[src/lrupr_pkg.sv]
// Shared types and constants for the LRU page replacement block.
package lrupr_pkg;

   localparam int PAGE_W    = 16;
   localparam int FIDX_W    = 4;
   localparam int FCNT_W    = 32;
   localparam int CSR_W     = 5;
   localparam int CNT_N_W   = 7;
   localparam logic [CSR_W-1:0] FRAMES_RST = 5'd16;

   // Search record walking down the chain (index and stamp fields travel alongside).
   typedef struct packed {
      logic [PAGE_W-1:0] page;
      logic              hit;
      logic              empty;
      logic              min_set;
      logic [PAGE_W-1:0] min_page;
   } rec_type;

   // Update sent to all cells once the decision is made.
   typedef struct packed {
      logic              en;
      logic              load;
      logic [PAGE_W-1:0] page;
   } wb_type;

endpackage

[src/lrupr_cell.sv]
// One frame cell: holds page, valid bit and stamp, and folds itself into the passing record.
module lrupr_cell
   import lrupr_pkg::*;
#(
   parameter int INDEX      = 0,
   parameter int IDX_W      = 4,
   parameter int STAMP_BITS = 32
) (
   input  logic                  clock,
   input  logic                  reset,
   input  logic                  active,
   input  logic                  rec_valid_i,
   input  rec_type               rec_i,
   input  logic [IDX_W-1:0]      sel_idx_i,
   input  logic [IDX_W-1:0]      min_idx_i,
   input  logic [STAMP_BITS-1:0] min_stamp_i,
   output logic                  rec_valid_o,
   output rec_type               rec_o,
   output logic [IDX_W-1:0]      sel_idx_o,
   output logic [IDX_W-1:0]      min_idx_o,
   output logic [STAMP_BITS-1:0] min_stamp_o,
   input  wb_type                wb,
   input  logic [IDX_W-1:0]      wb_idx,
   input  logic [STAMP_BITS-1:0] wb_stamp
);

   localparam logic [IDX_W-1:0] MY_IDX = IDX_W'(INDEX);

   logic [PAGE_W-1:0]     page_ff;
   logic                  valid_ff;
   logic [STAMP_BITS-1:0] stamp_ff;

   logic                  rec_valid_ff;
   rec_type               rec_ff, rec_in;
   logic [IDX_W-1:0]      sel_idx_ff, sel_idx_in;
   logic [IDX_W-1:0]      min_idx_ff, min_idx_in;
   logic [STAMP_BITS-1:0] min_stamp_ff, min_stamp_in;

   logic match;
   logic wb_hit;

   assign match  = valid_ff && (page_ff == rec_i.page);
   assign wb_hit = wb.en && (wb_idx == MY_IDX);

   always_comb begin
      rec_in       = rec_i;
      sel_idx_in   = sel_idx_i;
      min_idx_in   = min_idx_i;
      min_stamp_in = min_stamp_i;
      if (active) begin
         // first hit wins; otherwise remember the first empty frame
         if (!rec_i.hit) begin
            if (match) begin
               rec_in.hit = 1'b1;
               sel_idx_in = MY_IDX;
            end else if (!rec_i.empty && !valid_ff) begin
               rec_in.empty = 1'b1;
               sel_idx_in   = MY_IDX;
            end
         end
         // strict compare keeps the lowest index on ties
         if (!rec_i.min_set || (stamp_ff < min_stamp_i)) begin
            rec_in.min_set  = 1'b1;
            rec_in.min_page = page_ff;
            min_idx_in      = MY_IDX;
            min_stamp_in    = stamp_ff;
         end
      end
   end

   always_ff @(posedge clock) begin
      if (reset) begin
         valid_ff     <= 1'b0;
         stamp_ff     <= '0;
         rec_valid_ff <= 1'b0;
      end else begin
         rec_valid_ff <= rec_valid_i;
         if (wb_hit) begin
            stamp_ff <= wb_stamp;
            if (wb.load) begin
               valid_ff <= 1'b1;
            end
         end
      end
   end

   always_ff @(posedge clock) begin
      rec_ff       <= rec_in;
      sel_idx_ff   <= sel_idx_in;
      min_idx_ff   <= min_idx_in;
      min_stamp_ff <= min_stamp_in;
      if (wb_hit && wb.load) begin
         page_ff <= wb.page;
      end
   end

   assign rec_valid_o = rec_valid_ff;
   assign rec_o       = rec_ff;
   assign sel_idx_o   = sel_idx_ff;
   assign min_idx_o   = min_idx_ff;
   assign min_stamp_o = min_stamp_ff;

endmodule

[src/lru_page_replacement.sv]
// LRU page replacement with last-use stamps. Each reference walks a chain of FRAMES cells, one
// cell per clock, each cell checking its frame for a hit, the first empty frame and the oldest
// stamp; the decision is then written back to the chosen cell and the result registered. A new
// reference is accepted only after the previous one has walked the whole cell chain and been
// written back; the result register lets the next reference enter while the previous result
// still waits. The frames_in_use register (reset 16) is taken as 1 when zero and as FRAMES
// when larger; frames beyond it keep their contents but are skipped.
module lru_page_replacement
   import lrupr_pkg::*;
#(
   parameter int FRAMES     = 16,
   parameter int STAMP_BITS = 32
) (
   input  logic              clock,
   input  logic              reset,
   input  logic              req_valid,
   output logic              req_stall,
   input  logic [PAGE_W-1:0] req_page_number,
   output logic              rsp_valid,
   input  logic              rsp_stall,
   output logic              rsp_fault,
   output logic [FIDX_W-1:0] rsp_frame_index,
   output logic              rsp_evicted_valid,
   output logic [PAGE_W-1:0] rsp_evicted_page,
   output logic [FCNT_W-1:0] rsp_fault_count,
   input  logic              csr_wr_en,
   input  logic [CSR_W-1:0]  csr_wr_data
);

   localparam int IDX_W = (FRAMES > 1) ? $clog2(FRAMES) : 1;

   localparam logic [1:0] ST_IDLE   = 2'd0;
   localparam logic [1:0] ST_SEARCH = 2'd1;
   localparam logic [1:0] ST_FINISH = 2'd2;

   logic [1:0]            state_ff, state_in;
   logic [CSR_W-1:0]      frames_ff;
   logic [STAMP_BITS-1:0] ref_ff;
   logic [FCNT_W-1:0]     fault_ff;
   logic [CNT_N_W-1:0]    active_n;
   logic [CNT_N_W-1:0]    frames_ext;

   logic                  req_take;
   logic                  rsp_free;

   // chain taps
   logic                  c_valid   [FRAMES+1];
   rec_type               c_rec     [FRAMES+1];
   logic [IDX_W-1:0]      c_sel     [FRAMES+1];
   logic [IDX_W-1:0]      c_min     [FRAMES+1];
   logic [STAMP_BITS-1:0] c_stamp   [FRAMES+1];

   // decision held for write-back
   logic                  d_fault_ff, d_fault_in;
   logic                  d_evict_ff, d_evict_in;
   logic [IDX_W-1:0]      d_slot_ff, d_slot_in;
   logic [PAGE_W-1:0]     d_page_ff, d_page_in;
   logic [PAGE_W-1:0]     d_evpage_ff, d_evpage_in;

   wb_type                wb;
   logic [IDX_W+FIDX_W-1:0] slot_ext;

   logic                  rsp_valid_ff;
   logic                  rsp_fault_ff;
   logic [FIDX_W-1:0]     rsp_frame_ff;
   logic                  rsp_evict_ff;
   logic [PAGE_W-1:0]     rsp_evpage_ff;
   logic [FCNT_W-1:0]     rsp_count_ff;
   logic [FCNT_W-1:0]     fault_next;

   assign req_stall = (state_ff != ST_IDLE);
   assign req_take  = req_valid && !req_stall;
   assign rsp_free  = !rsp_valid_ff || !rsp_stall;

   assign frames_ext = {{(CNT_N_W-CSR_W){1'b0}}, frames_ff};
   always_comb begin
      if (frames_ext == '0) begin
         active_n = CNT_N_W'(1);
      end else if (frames_ext > CNT_N_W'(FRAMES)) begin
         active_n = CNT_N_W'(FRAMES);
      end else begin
         active_n = frames_ext;
      end
   end

   // head of the chain: a fresh record from the accepted request
   assign c_valid[0]          = req_take;
   assign c_rec[0].page       = req_page_number;
   assign c_rec[0].hit        = 1'b0;
   assign c_rec[0].empty      = 1'b0;
   assign c_rec[0].min_set    = 1'b0;
   assign c_rec[0].min_page   = '0;
   assign c_sel[0]            = '0;
   assign c_min[0]            = '0;
   assign c_stamp[0]          = '0;

   for (genvar i = 0; i < FRAMES; i++) begin : g_cell
      lrupr_cell #(
         .INDEX      (i),
         .IDX_W      (IDX_W),
         .STAMP_BITS (STAMP_BITS)
      ) u_cell (
         .clock       (clock),
         .reset       (reset),
         .active      (CNT_N_W'(i) < active_n),
         .rec_valid_i (c_valid[i]),
         .rec_i       (c_rec[i]),
         .sel_idx_i   (c_sel[i]),
         .min_idx_i   (c_min[i]),
         .min_stamp_i (c_stamp[i]),
         .rec_valid_o (c_valid[i+1]),
         .rec_o       (c_rec[i+1]),
         .sel_idx_o   (c_sel[i+1]),
         .min_idx_o   (c_min[i+1]),
         .min_stamp_o (c_stamp[i+1]),
         .wb          (wb),
         .wb_idx      (d_slot_ff),
         .wb_stamp    (ref_ff)
      );
   end

   // decode the record leaving the last cell
   always_comb begin
      d_page_in   = c_rec[FRAMES].page;
      d_evpage_in = '0;
      d_evict_in  = 1'b0;
      d_fault_in  = 1'b1;
      d_slot_in   = c_sel[FRAMES];
      if (c_rec[FRAMES].hit) begin
         d_fault_in = 1'b0;
      end else if (!c_rec[FRAMES].empty) begin
         d_slot_in   = c_min[FRAMES];
         d_evict_in  = 1'b1;
         d_evpage_in = c_rec[FRAMES].min_page;
      end
   end

   always_comb begin
      state_in = state_ff;
      case (state_ff)
         ST_IDLE: begin
            if (req_take) begin
               state_in = ST_SEARCH;
            end
         end
         ST_SEARCH: begin
            if (c_valid[FRAMES]) begin
               state_in = ST_FINISH;
            end
         end
         ST_FINISH: begin
            if (rsp_free) begin
               state_in = ST_IDLE;
            end
         end
         default: begin
            state_in = ST_IDLE;
         end
      endcase
   end

   assign wb.en   = (state_ff == ST_FINISH) && rsp_free;
   assign wb.load = d_fault_ff;
   assign wb.page = d_page_ff;

   assign fault_next = (d_fault_ff && (fault_ff != '1)) ? fault_ff + FCNT_W'(1) : fault_ff;
   assign slot_ext   = {{FIDX_W{1'b0}}, d_slot_ff};

   always_ff @(posedge clock) begin
      if (reset) begin
         state_ff     <= ST_IDLE;
         frames_ff    <= FRAMES_RST;
         ref_ff       <= '0;
         fault_ff     <= '0;
         rsp_valid_ff <= 1'b0;
      end else begin
         state_ff <= state_in;
         if (csr_wr_en) begin
            frames_ff <= csr_wr_data;
         end
         // saturate the reference number
         if (req_take && (ref_ff != '1)) begin
            ref_ff <= ref_ff + STAMP_BITS'(1);
         end
         if (wb.en) begin
            fault_ff     <= fault_next;
            rsp_valid_ff <= 1'b1;
         end else if (rsp_valid_ff && !rsp_stall) begin
            rsp_valid_ff <= 1'b0;
         end
      end
   end

   always_ff @(posedge clock) begin
      if ((state_ff == ST_SEARCH) && c_valid[FRAMES]) begin
         d_fault_ff  <= d_fault_in;
         d_evict_ff  <= d_evict_in;
         d_slot_ff   <= d_slot_in;
         d_page_ff   <= d_page_in;
         d_evpage_ff <= d_evpage_in;
      end
      if (wb.en) begin
         rsp_fault_ff  <= d_fault_ff;
         rsp_frame_ff  <= slot_ext[FIDX_W-1:0];
         rsp_evict_ff  <= d_evict_ff;
         rsp_evpage_ff <= d_evpage_ff;
         rsp_count_ff  <= fault_next;
      end
   end

   assign rsp_valid         = rsp_valid_ff;
   assign rsp_fault         = rsp_fault_ff;
   assign rsp_frame_index   = rsp_frame_ff;
   assign rsp_evicted_valid = rsp_evict_ff;
   assign rsp_evicted_page  = rsp_evpage_ff;
   assign rsp_fault_count   = rsp_count_ff;

endmodule
[config.mk]
export PLATFORM = sky130hd
export DESIGN_NAME = lru_page_replacement
export DESIGN_NICKNAME = d
export VERILOG_FILES = /design/src/lrupr_pkg.sv /design/src/lrupr_cell.sv /design/src/lru_page_replacement.sv
export SDC_FILE = /design/constraint.sdc
export NUM_CORES = 2
export LEC_CHECK = 0
export ABC_AREA = 1
export BUFFER_PORTS_ARGS = -buffer_cell sky130_fd_sc_hd__buf_2
export CORE_ASPECT_RATIO = 1.75
export CORE_MARGIN = 10
export CORE_UTILIZATION = 63
export DETAILED_ROUTE_END_ITERATION = 12
export PLACE_DENSITY = 0.79
export SLEW_MARGIN = 20
export SYNTH_ARGS = -nofsm -noshare
export SYNTH_HDL_FRONTEND = slang
export SYNTH_HIERARCHICAL = 1
export SYNTH_SLANG_ARGS = --single-unit
[constraint.sdc]
create_clock -name clock -period 3.7 [get_ports clock]
set_input_delay 0.555 -clock clock [delete_from_list [all_inputs] [get_ports clock]]
set_output_delay 0.555 -clock clock [all_outputs]
set_load 0.1 [all_outputs]
Yosys cells after proc, flatten, opt, wreduce, memory -nomap -nowiden

Cells that the tools add are included.

Equal/unequal tests: 38
Bitwise operators: 2
Shift operators: 0
Divide/modulo/power cells: 0
Multiply operators: 0
Mux-type cells: 221
Add/subtract/negate cells: 2
Order comparisons: 32
Reductions and logical operators: 159

Operators by type and width:

| kind                    | number |
|---|---|
| $mux W32                | 29 |
| $lt A32 B32 Y1          | 15 |
| $mux W4                 | 86 |
| $mux W19                | 15 |
| $mux W17                | 16 |
| $eq A16 B16 Y1          | 16 |
| $logic_and A1 B1 Y1     | 69 |
| $add A32 B1 Y32 const B | 2 |
| $ne A32 B32 Y1 const B  | 2 |
| $lt A4 B7 Y1 const A    | 8 |
| $mux W1                 | 54 |
| $logic_not A1 Y1        | 48 |
| $mux W2                 | 18 |
| $eq A4 B4 Y1 const B    | 8 |
| $reduce_and A2 Y1       | 16 |
| $lt A3 B7 Y1 const A    | 4 |
| $eq A4 B3 Y1 const B    | 4 |
| $logic_or A1 B1 Y1      | 16 |
| $lt A1 B7 Y1 const A    | 2 |
| $lt A2 B7 Y1 const A    | 2 |
| $mux W5                 | 2 |
| $eq A4 B2 Y1 const B    | 2 |
| $logic_not A7 Y1        | 1 |
| $pmux W2 S3             | 1 |
| 13 further kinds        | 18 |

Input bits: 26
Memories kept: 0
Logic and storage cells: 658
RAM bits: 0
Bits in latches: 0
Bits in registers: 2123
ROM bits: 0

Logic depth before layout (Yosys ltp)

Depth after elaboration: 6
Gate-level depth with buffers: 18
Mapped depth without buffers: 16

Hierarchy

Netlist, hierarchy kept.

By module, submodules not included:

| module                             | area each (sq um) | instances | cells an instance | seq. area each (sq um) |
|---|---|---|---|---|
| lrupr_cell (g_cell[1].u_cell ...)  | 4984.8            | 3         | 601               | 2662.6 |
| lrupr_cell (g_cell[5].u_cell ...)  | 5022.3            | 2         | 604               | 2662.6 |
| lrupr_cell (g_cell[13].u_cell ...) | 4999.8            | 2         | 601               | 2662.6 |
| lru_page_replacement               | 7951.4            | 1         | 995               | 4204.0 |
| lrupr_cell (g_cell[15].u_cell)     | 5133.7            | 1         | 600               | 2662.6 |
| lrupr_cell (g_cell[11].u_cell)     | 5064.9            | 1         | 600               | 2662.6 |
| lrupr_cell (g_cell[10].u_cell)     | 5026.1            | 1         | 602               | 2662.6 |
| lrupr_cell (g_cell[3].u_cell)      | 5021.1            | 1         | 600               | 2662.6 |
| lrupr_cell (g_cell[9].u_cell)      | 5019.8            | 1         | 598               | 2662.6 |
| lrupr_cell (g_cell[12].u_cell)     | 5008.6            | 1         | 600               | 2662.6 |
| lrupr_cell (g_cell[7].u_cell)      | 5001.0            | 1         | 602               | 2662.6 |
| lrupr_cell (g_cell[0].u_cell)      | 4986.0            | 1         | 600               | 2662.6 |
| lrupr_cell (g_cell[4].u_cell)      | 4981.0            | 1         | 603               | 2662.6 |

Worst setup path before layout

OpenSTA, ideal clock, no wires.

Path type: register -> register
Start: register rsp_valid_ff (netlist: rsp_valid)
End: register g_cell[12].u_cell.page_ff[0], enable pin
Cell stages (with the launch flop): 9
Data arrival time: 2.959 ns
Clock period less this slack: 3.323 ns
Library setup time: 0.364 ns
Buffers on the path: 1
Required time: 3.336 ns
Slack: 0.377 ns
Cells stage by stage: dfxtp_1 nand2_1 nand2_1 inv_1 buf_2 nand4_1 inv_1 nand2_1 inv_1

RTL lines:

| item                   | RTL line                    | source |
|---|---|---|
| start, declared        | lru_page_replacement.sv:63  | `logic rsp_valid_ff;` |
| start signal, assigned | lru_page_replacement.sv:175 | `rsp_valid_ff <= 1'b0;` |
| start signal, assigned | lru_page_replacement.sv:187 | `rsp_valid_ff <= 1'b1;` |
| start signal, assigned | lru_page_replacement.sv:189 | `rsp_valid_ff <= 1'b0;` |
| end signal, assigned   | lrupr_cell.sv:93            | `page_ff <= wb.page;` |
| end, declared          | lrupr_cell.sv:29            | `logic [PAGE_W-1:0] page_ff;` |

Final worst setup path

Start: register frames_ff[4]
End: register g_cell[2].u_cell.min_stamp_ff[16]

Longest elaborated chain between the ends: 5
Elaborated cells on any way between the ends: 6

RTL lines:

| item                                  | RTL line                    | source |
|---|---|---|
| start, declared                       | lru_page_replacement.sv:37  | `logic [CSR_W-1:0] frames_ff;` |
| start signal, assigned                | lru_page_replacement.sv:179 | `frames_ff <= csr_wr_data;` |
| $gt A5 B5 Y1                          | lru_page_replacement.sv:79  | `end else if (frames_ext > CNT_N_W'(FRAMES)) begin` |
| $mux W5                               | lru_page_replacement.sv:79  |  |
| $mux W5 (*)                           | lru_page_replacement.sv:77  | `if (frames_ext == '0) begin` |
| $lt A2 B7 Y1 (*)                      | lru_page_replacement.sv:105 | `.active (CNT_N_W'(i) < active_n),` |
| $mux W32 (*)                          | lrupr_cell.sv:50            | `if (active) begin` |
| via g_cell[2].u_cell.min_stamp_in[16] | lrupr_cell.sv:37            | `logic [STAMP_BITS-1:0] min_stamp_ff, min_stamp_in;` |
| end signal, assigned                  | lrupr_cell.sv:91            | `min_stamp_ff <= min_stamp_in;` |
| end, declared                         | lrupr_cell.sv:37            |  |

Mark *: on every way through the listed nets, which the timed path passes. The rest lies on a longest branch.
A chain may end at the register's enable or synchronous reset.

==> impl_metrics.yaml <==
timing:
  setup_viol_count_final: 0
  max_transition_margin: 0.225
  rsz_0062_raised_after_global_routing: "false"
  finalClockSkew_ns: 0.0417
  fin_setup_tns_ns: 0
  post-route-min-period_ns: 2.84
  final_hold_vios: 0
  achievable-frequency_mhz: 353
  finalMaxSlewViolations: 0
  worst_max_slew_pin_slew_ns: 1.16
  final_min_period_over_clock_period: 0.767
grt:
  global_route_wire_length_before_repair_mm: 322
  number_of_antenna_violations_at_the_first_check_in_global_routing: 2
  first_global_vias: 67693
  grtUsageTotal: 0.252
  grt_overflow: 0
  maximum_number_of_pins_on_one_net_before_global_route_repair: 153
placement:
  port_buffers: 81
  placed_cell_count: 12142
  routability_congestion_estimate: 0.925
  post-dp-hpwl_mm: 143
  placed_instance_area_mm2: 0.0887
min_path:
  timing.hold.worst.start: "req_valid"
  hold-path-endpoint: "state_ff[0]$_SDFFE_PP0P_"
  hold_class: "input port to register"
  timing.hold.worst_path_depth: 3
route:
  vias: 67088
  drt-wirelength-per-cell_um: 15.8
  drtPass1Iterations: 7
  detail-route-antenna-nets: 0
  via_per_inst: 5.37
  drt-total-wl_mm: 198
  drcViolationCount: 0
  first_iter_violations: 4341
critical_path:
  critPathSlowestCell: "sky130_fd_sc_hd__nand3_1"
  crit_path_max_fanout: 49
  reg2regPathDepth: 7
  crit_chain: "clkinv_1 -> nand3_1 -> nand3_2 -> nand2_2 -> buf_4 -> nand2_1 -> nand2_1"
  timing.critical_path.to_type: "register"
  worst-endpoint-arrival_ns: 3.58
  timing.critical_path.required_ns: 4.44
  max_stage_delay_ns: 0.57
  critical_path.startpoint: "frames_ff[4]$_SDFFE_PP1P_"
  launching_element_type_of_the_critical_path: "register"
  critPathKind: "register to register"
  reg2reg_setup_slack_ns: 0.86
  worst_r2r_endpoint: "g_cell[2].u_cell/min_stamp_o[16]$_DFF_P_"
  r2r_start: "frames_ff[4]$_SDFFE_PP1P_"
  cp_common_cell: "sky130_fd_sc_hd__nand2_1"
finish:
  register_area_mm2: 0.0461
  finish.instance_area_mm2: 0.0950
  nets: 11042
  post_route_cells_drive_above_1_share: 0.0624
  utilization_after_layout: 0.692
  fill_cells: 10579
  final_cell_count_no_fill: 12489
  area.growth.synth_to_final_pct: 9.29
  multi_input_comb_area_mm2: 0.0348
clocking:
  cts_root_buf: "sky130_fd_sc_hd__clkbuf_16"
  cts.sink_count: 2131
  clkLatencyLatePin_ns: 0.82
  ctsLongestPathBuffers: 3
  cts_htree_levels: 4
  cts_resized: 0
  path_clk_slew_ns: 0.07
  cts-buffers-inserted: 177
  ctsHoldBuffers: 17
  cts_tree: "done"
  number_of_post_cts_setup_repair_buffers: 0
pwr:
  totalPowerFinal_mw: 50.5
  leakage_nw: 41.6
  pwr_density_cell_mw_per_mm2: 531
  power.ir.vdd_worst_mv: 0.484
synth:
  yosysWarnings: 6
  cell_count_after_synthesis: 10476
  postSynthAreaPerCell_um2: 8.30
  area_of_the_mapped_netlist_mm2: 0.0870
job:
  max_cap_viol_count: 0
die:
  core_area_mm2: 0.137
  design.die.area_mm2: 0.154
  start_util: 0.633
  floorplan.die.width_um: 301
  boundaryPins: 82
  fp-row-count: 180
  floorplan.die.height_um: 511
run_status:
  outcome: "complete, no violations"
-- final cells by class --
class / count / share of cell area
inverters: 1093 / 0.0432
clock buffers: 256 / 0.0552
multi-input cells: 6898 / 0.366
clock inverters: 73 / 0.00982
flip-flops and latches: 2131 / 0.486
repair buffers: 217 / 0.0164
well taps: 1820 / 0.0240
diodes: 1 / 0.0000263
-- where the power goes --
group          internal, mW  leakage [nW]  switching (mW)
registers              25.3          17.8           0.528
clock network          10.9          3.02            8.40
logic                  1.40          20.8            3.91
-- cells in the final DEF (no fill, tap or decap), types with 16 or more instances in the layout --
master and n:
sky130_fd_sc_hd__xnor2_1 45, sky130_fd_sc_hd__o22ai_1 32, sky130_fd_sc_hd__nand2_1 3470, sky130_fd_sc_hd__clkbuf_16 186, sky130_fd_sc_hd__o21bai_1 17, sky130_fd_sc_hd__nor2_1 429, sky130_fd_sc_hd__inv_2 18, sky130_fd_sc_hd__nor3_1 40
sky130_fd_sc_hd__nand3_1 862, sky130_fd_sc_hd__clkbuf_8 33, sky130_fd_sc_hd__o21ai_0 111, sky130_fd_sc_hd__or2_2 63, sky130_fd_sc_hd__nand2_4 26, sky130_fd_sc_hd__dlygate4sd3_1 17, sky130_fd_sc_hd__ha_1 498, sky130_fd_sc_hd__buf_4 113
sky130_fd_sc_hd__buf_2 80, sky130_fd_sc_hd__edfxtp_1 348, sky130_fd_sc_hd__nand3b_1 23, sky130_fd_sc_hd__nor4_1 24, sky130_fd_sc_hd__dfxtp_1 1783, sky130_fd_sc_hd__a21oi_1 822, sky130_fd_sc_hd__clkinv_2 31, sky130_fd_sc_hd__conb_1 96
sky130_fd_sc_hd__xor2_1 91, sky130_fd_sc_hd__a211oi_1 16, sky130_fd_sc_hd__a21boi_0 30, sky130_fd_sc_hd__clkbuf_1 37, sky130_fd_sc_hd__inv_1 1066, sky130_fd_sc_hd__nand4_1 83, sky130_fd_sc_hd__nand2_2 35
-- worst max-delay path by stage --
| stage | end | slack [ns] | depth (start not counted) |
|---|---|---|---|
| 6_report | g_cell[2].u_cell/min_stamp_o[16]$_DFF_P_ | 0.86 | 7 |
| 5_1_grt | g_cell[4].u_cell/min_stamp_o[20]$_DFF_P_ | 0.59 | 15 |
| 4_1_cts | g_cell[4].u_cell/min_stamp_o[21]$_DFF_P_ | 0.86 | 15 |
| 3_5_place_dp | g_cell[4].u_cell/min_stamp_o[14]$_DFF_P_ | 0.90 | 15 |
| 3_3_place_gp | g_cell[4].u_cell/min_stamp_o[21]$_DFF_P_ | 0.90 | 15 |
| 2_1_floorplan | g_cell[12].u_cell/page_ff[0]$_DFFE_PP_ | 0.38 | 8 |
-- stage by stage --
stage	hold slack, ns	setup slack [ns]
after floorplan	0.331	0.377
after global placement	0.338	0.897
after detailed placement	0.340	0.903
after CTS	0.00327	0.863
after global routing	0.0349	0.588
final	0.0490	0.864
-- layer usage --
layer	track usage	vias up	share of wire
li1	-	33426	-
met1	0.245	31181	0.35
met2	0.489	1802	0.54
met3	0.0315	677	0.043
met4	0.159	2	0.060
met5	0	-	0.000045
-- state kept, by name, indices dropped and copies added, names as in the netlist, 5 cells and up --
name and flops:
d_evpage_ff 16, d_page_ff 16, fault_ff 32, frames_ff 5, g_cell.u_cell/min_idx_o 64, g_cell.u_cell/min_stamp_o 480, g_cell.u_cell/page_ff 256, g_cell.u_cell/rec_o 559
g_cell.u_cell/rec_valid_o 16, g_cell.u_cell/sel_idx_o 64, g_cell.u_cell/stamp_ff 512, g_cell.u_cell/valid_ff 16, ref_ff 32, rsp_evicted_page 16, rsp_fault_count 32
-- worst max-delay path: cells and delay by family, from the launching register on --
family                 cells  cell delay, ns
and+or+nand+nor            5            1.49
buffers and inverters      2            0.89
DFF                        1            0.34
(Power assumes the default switching activity.)
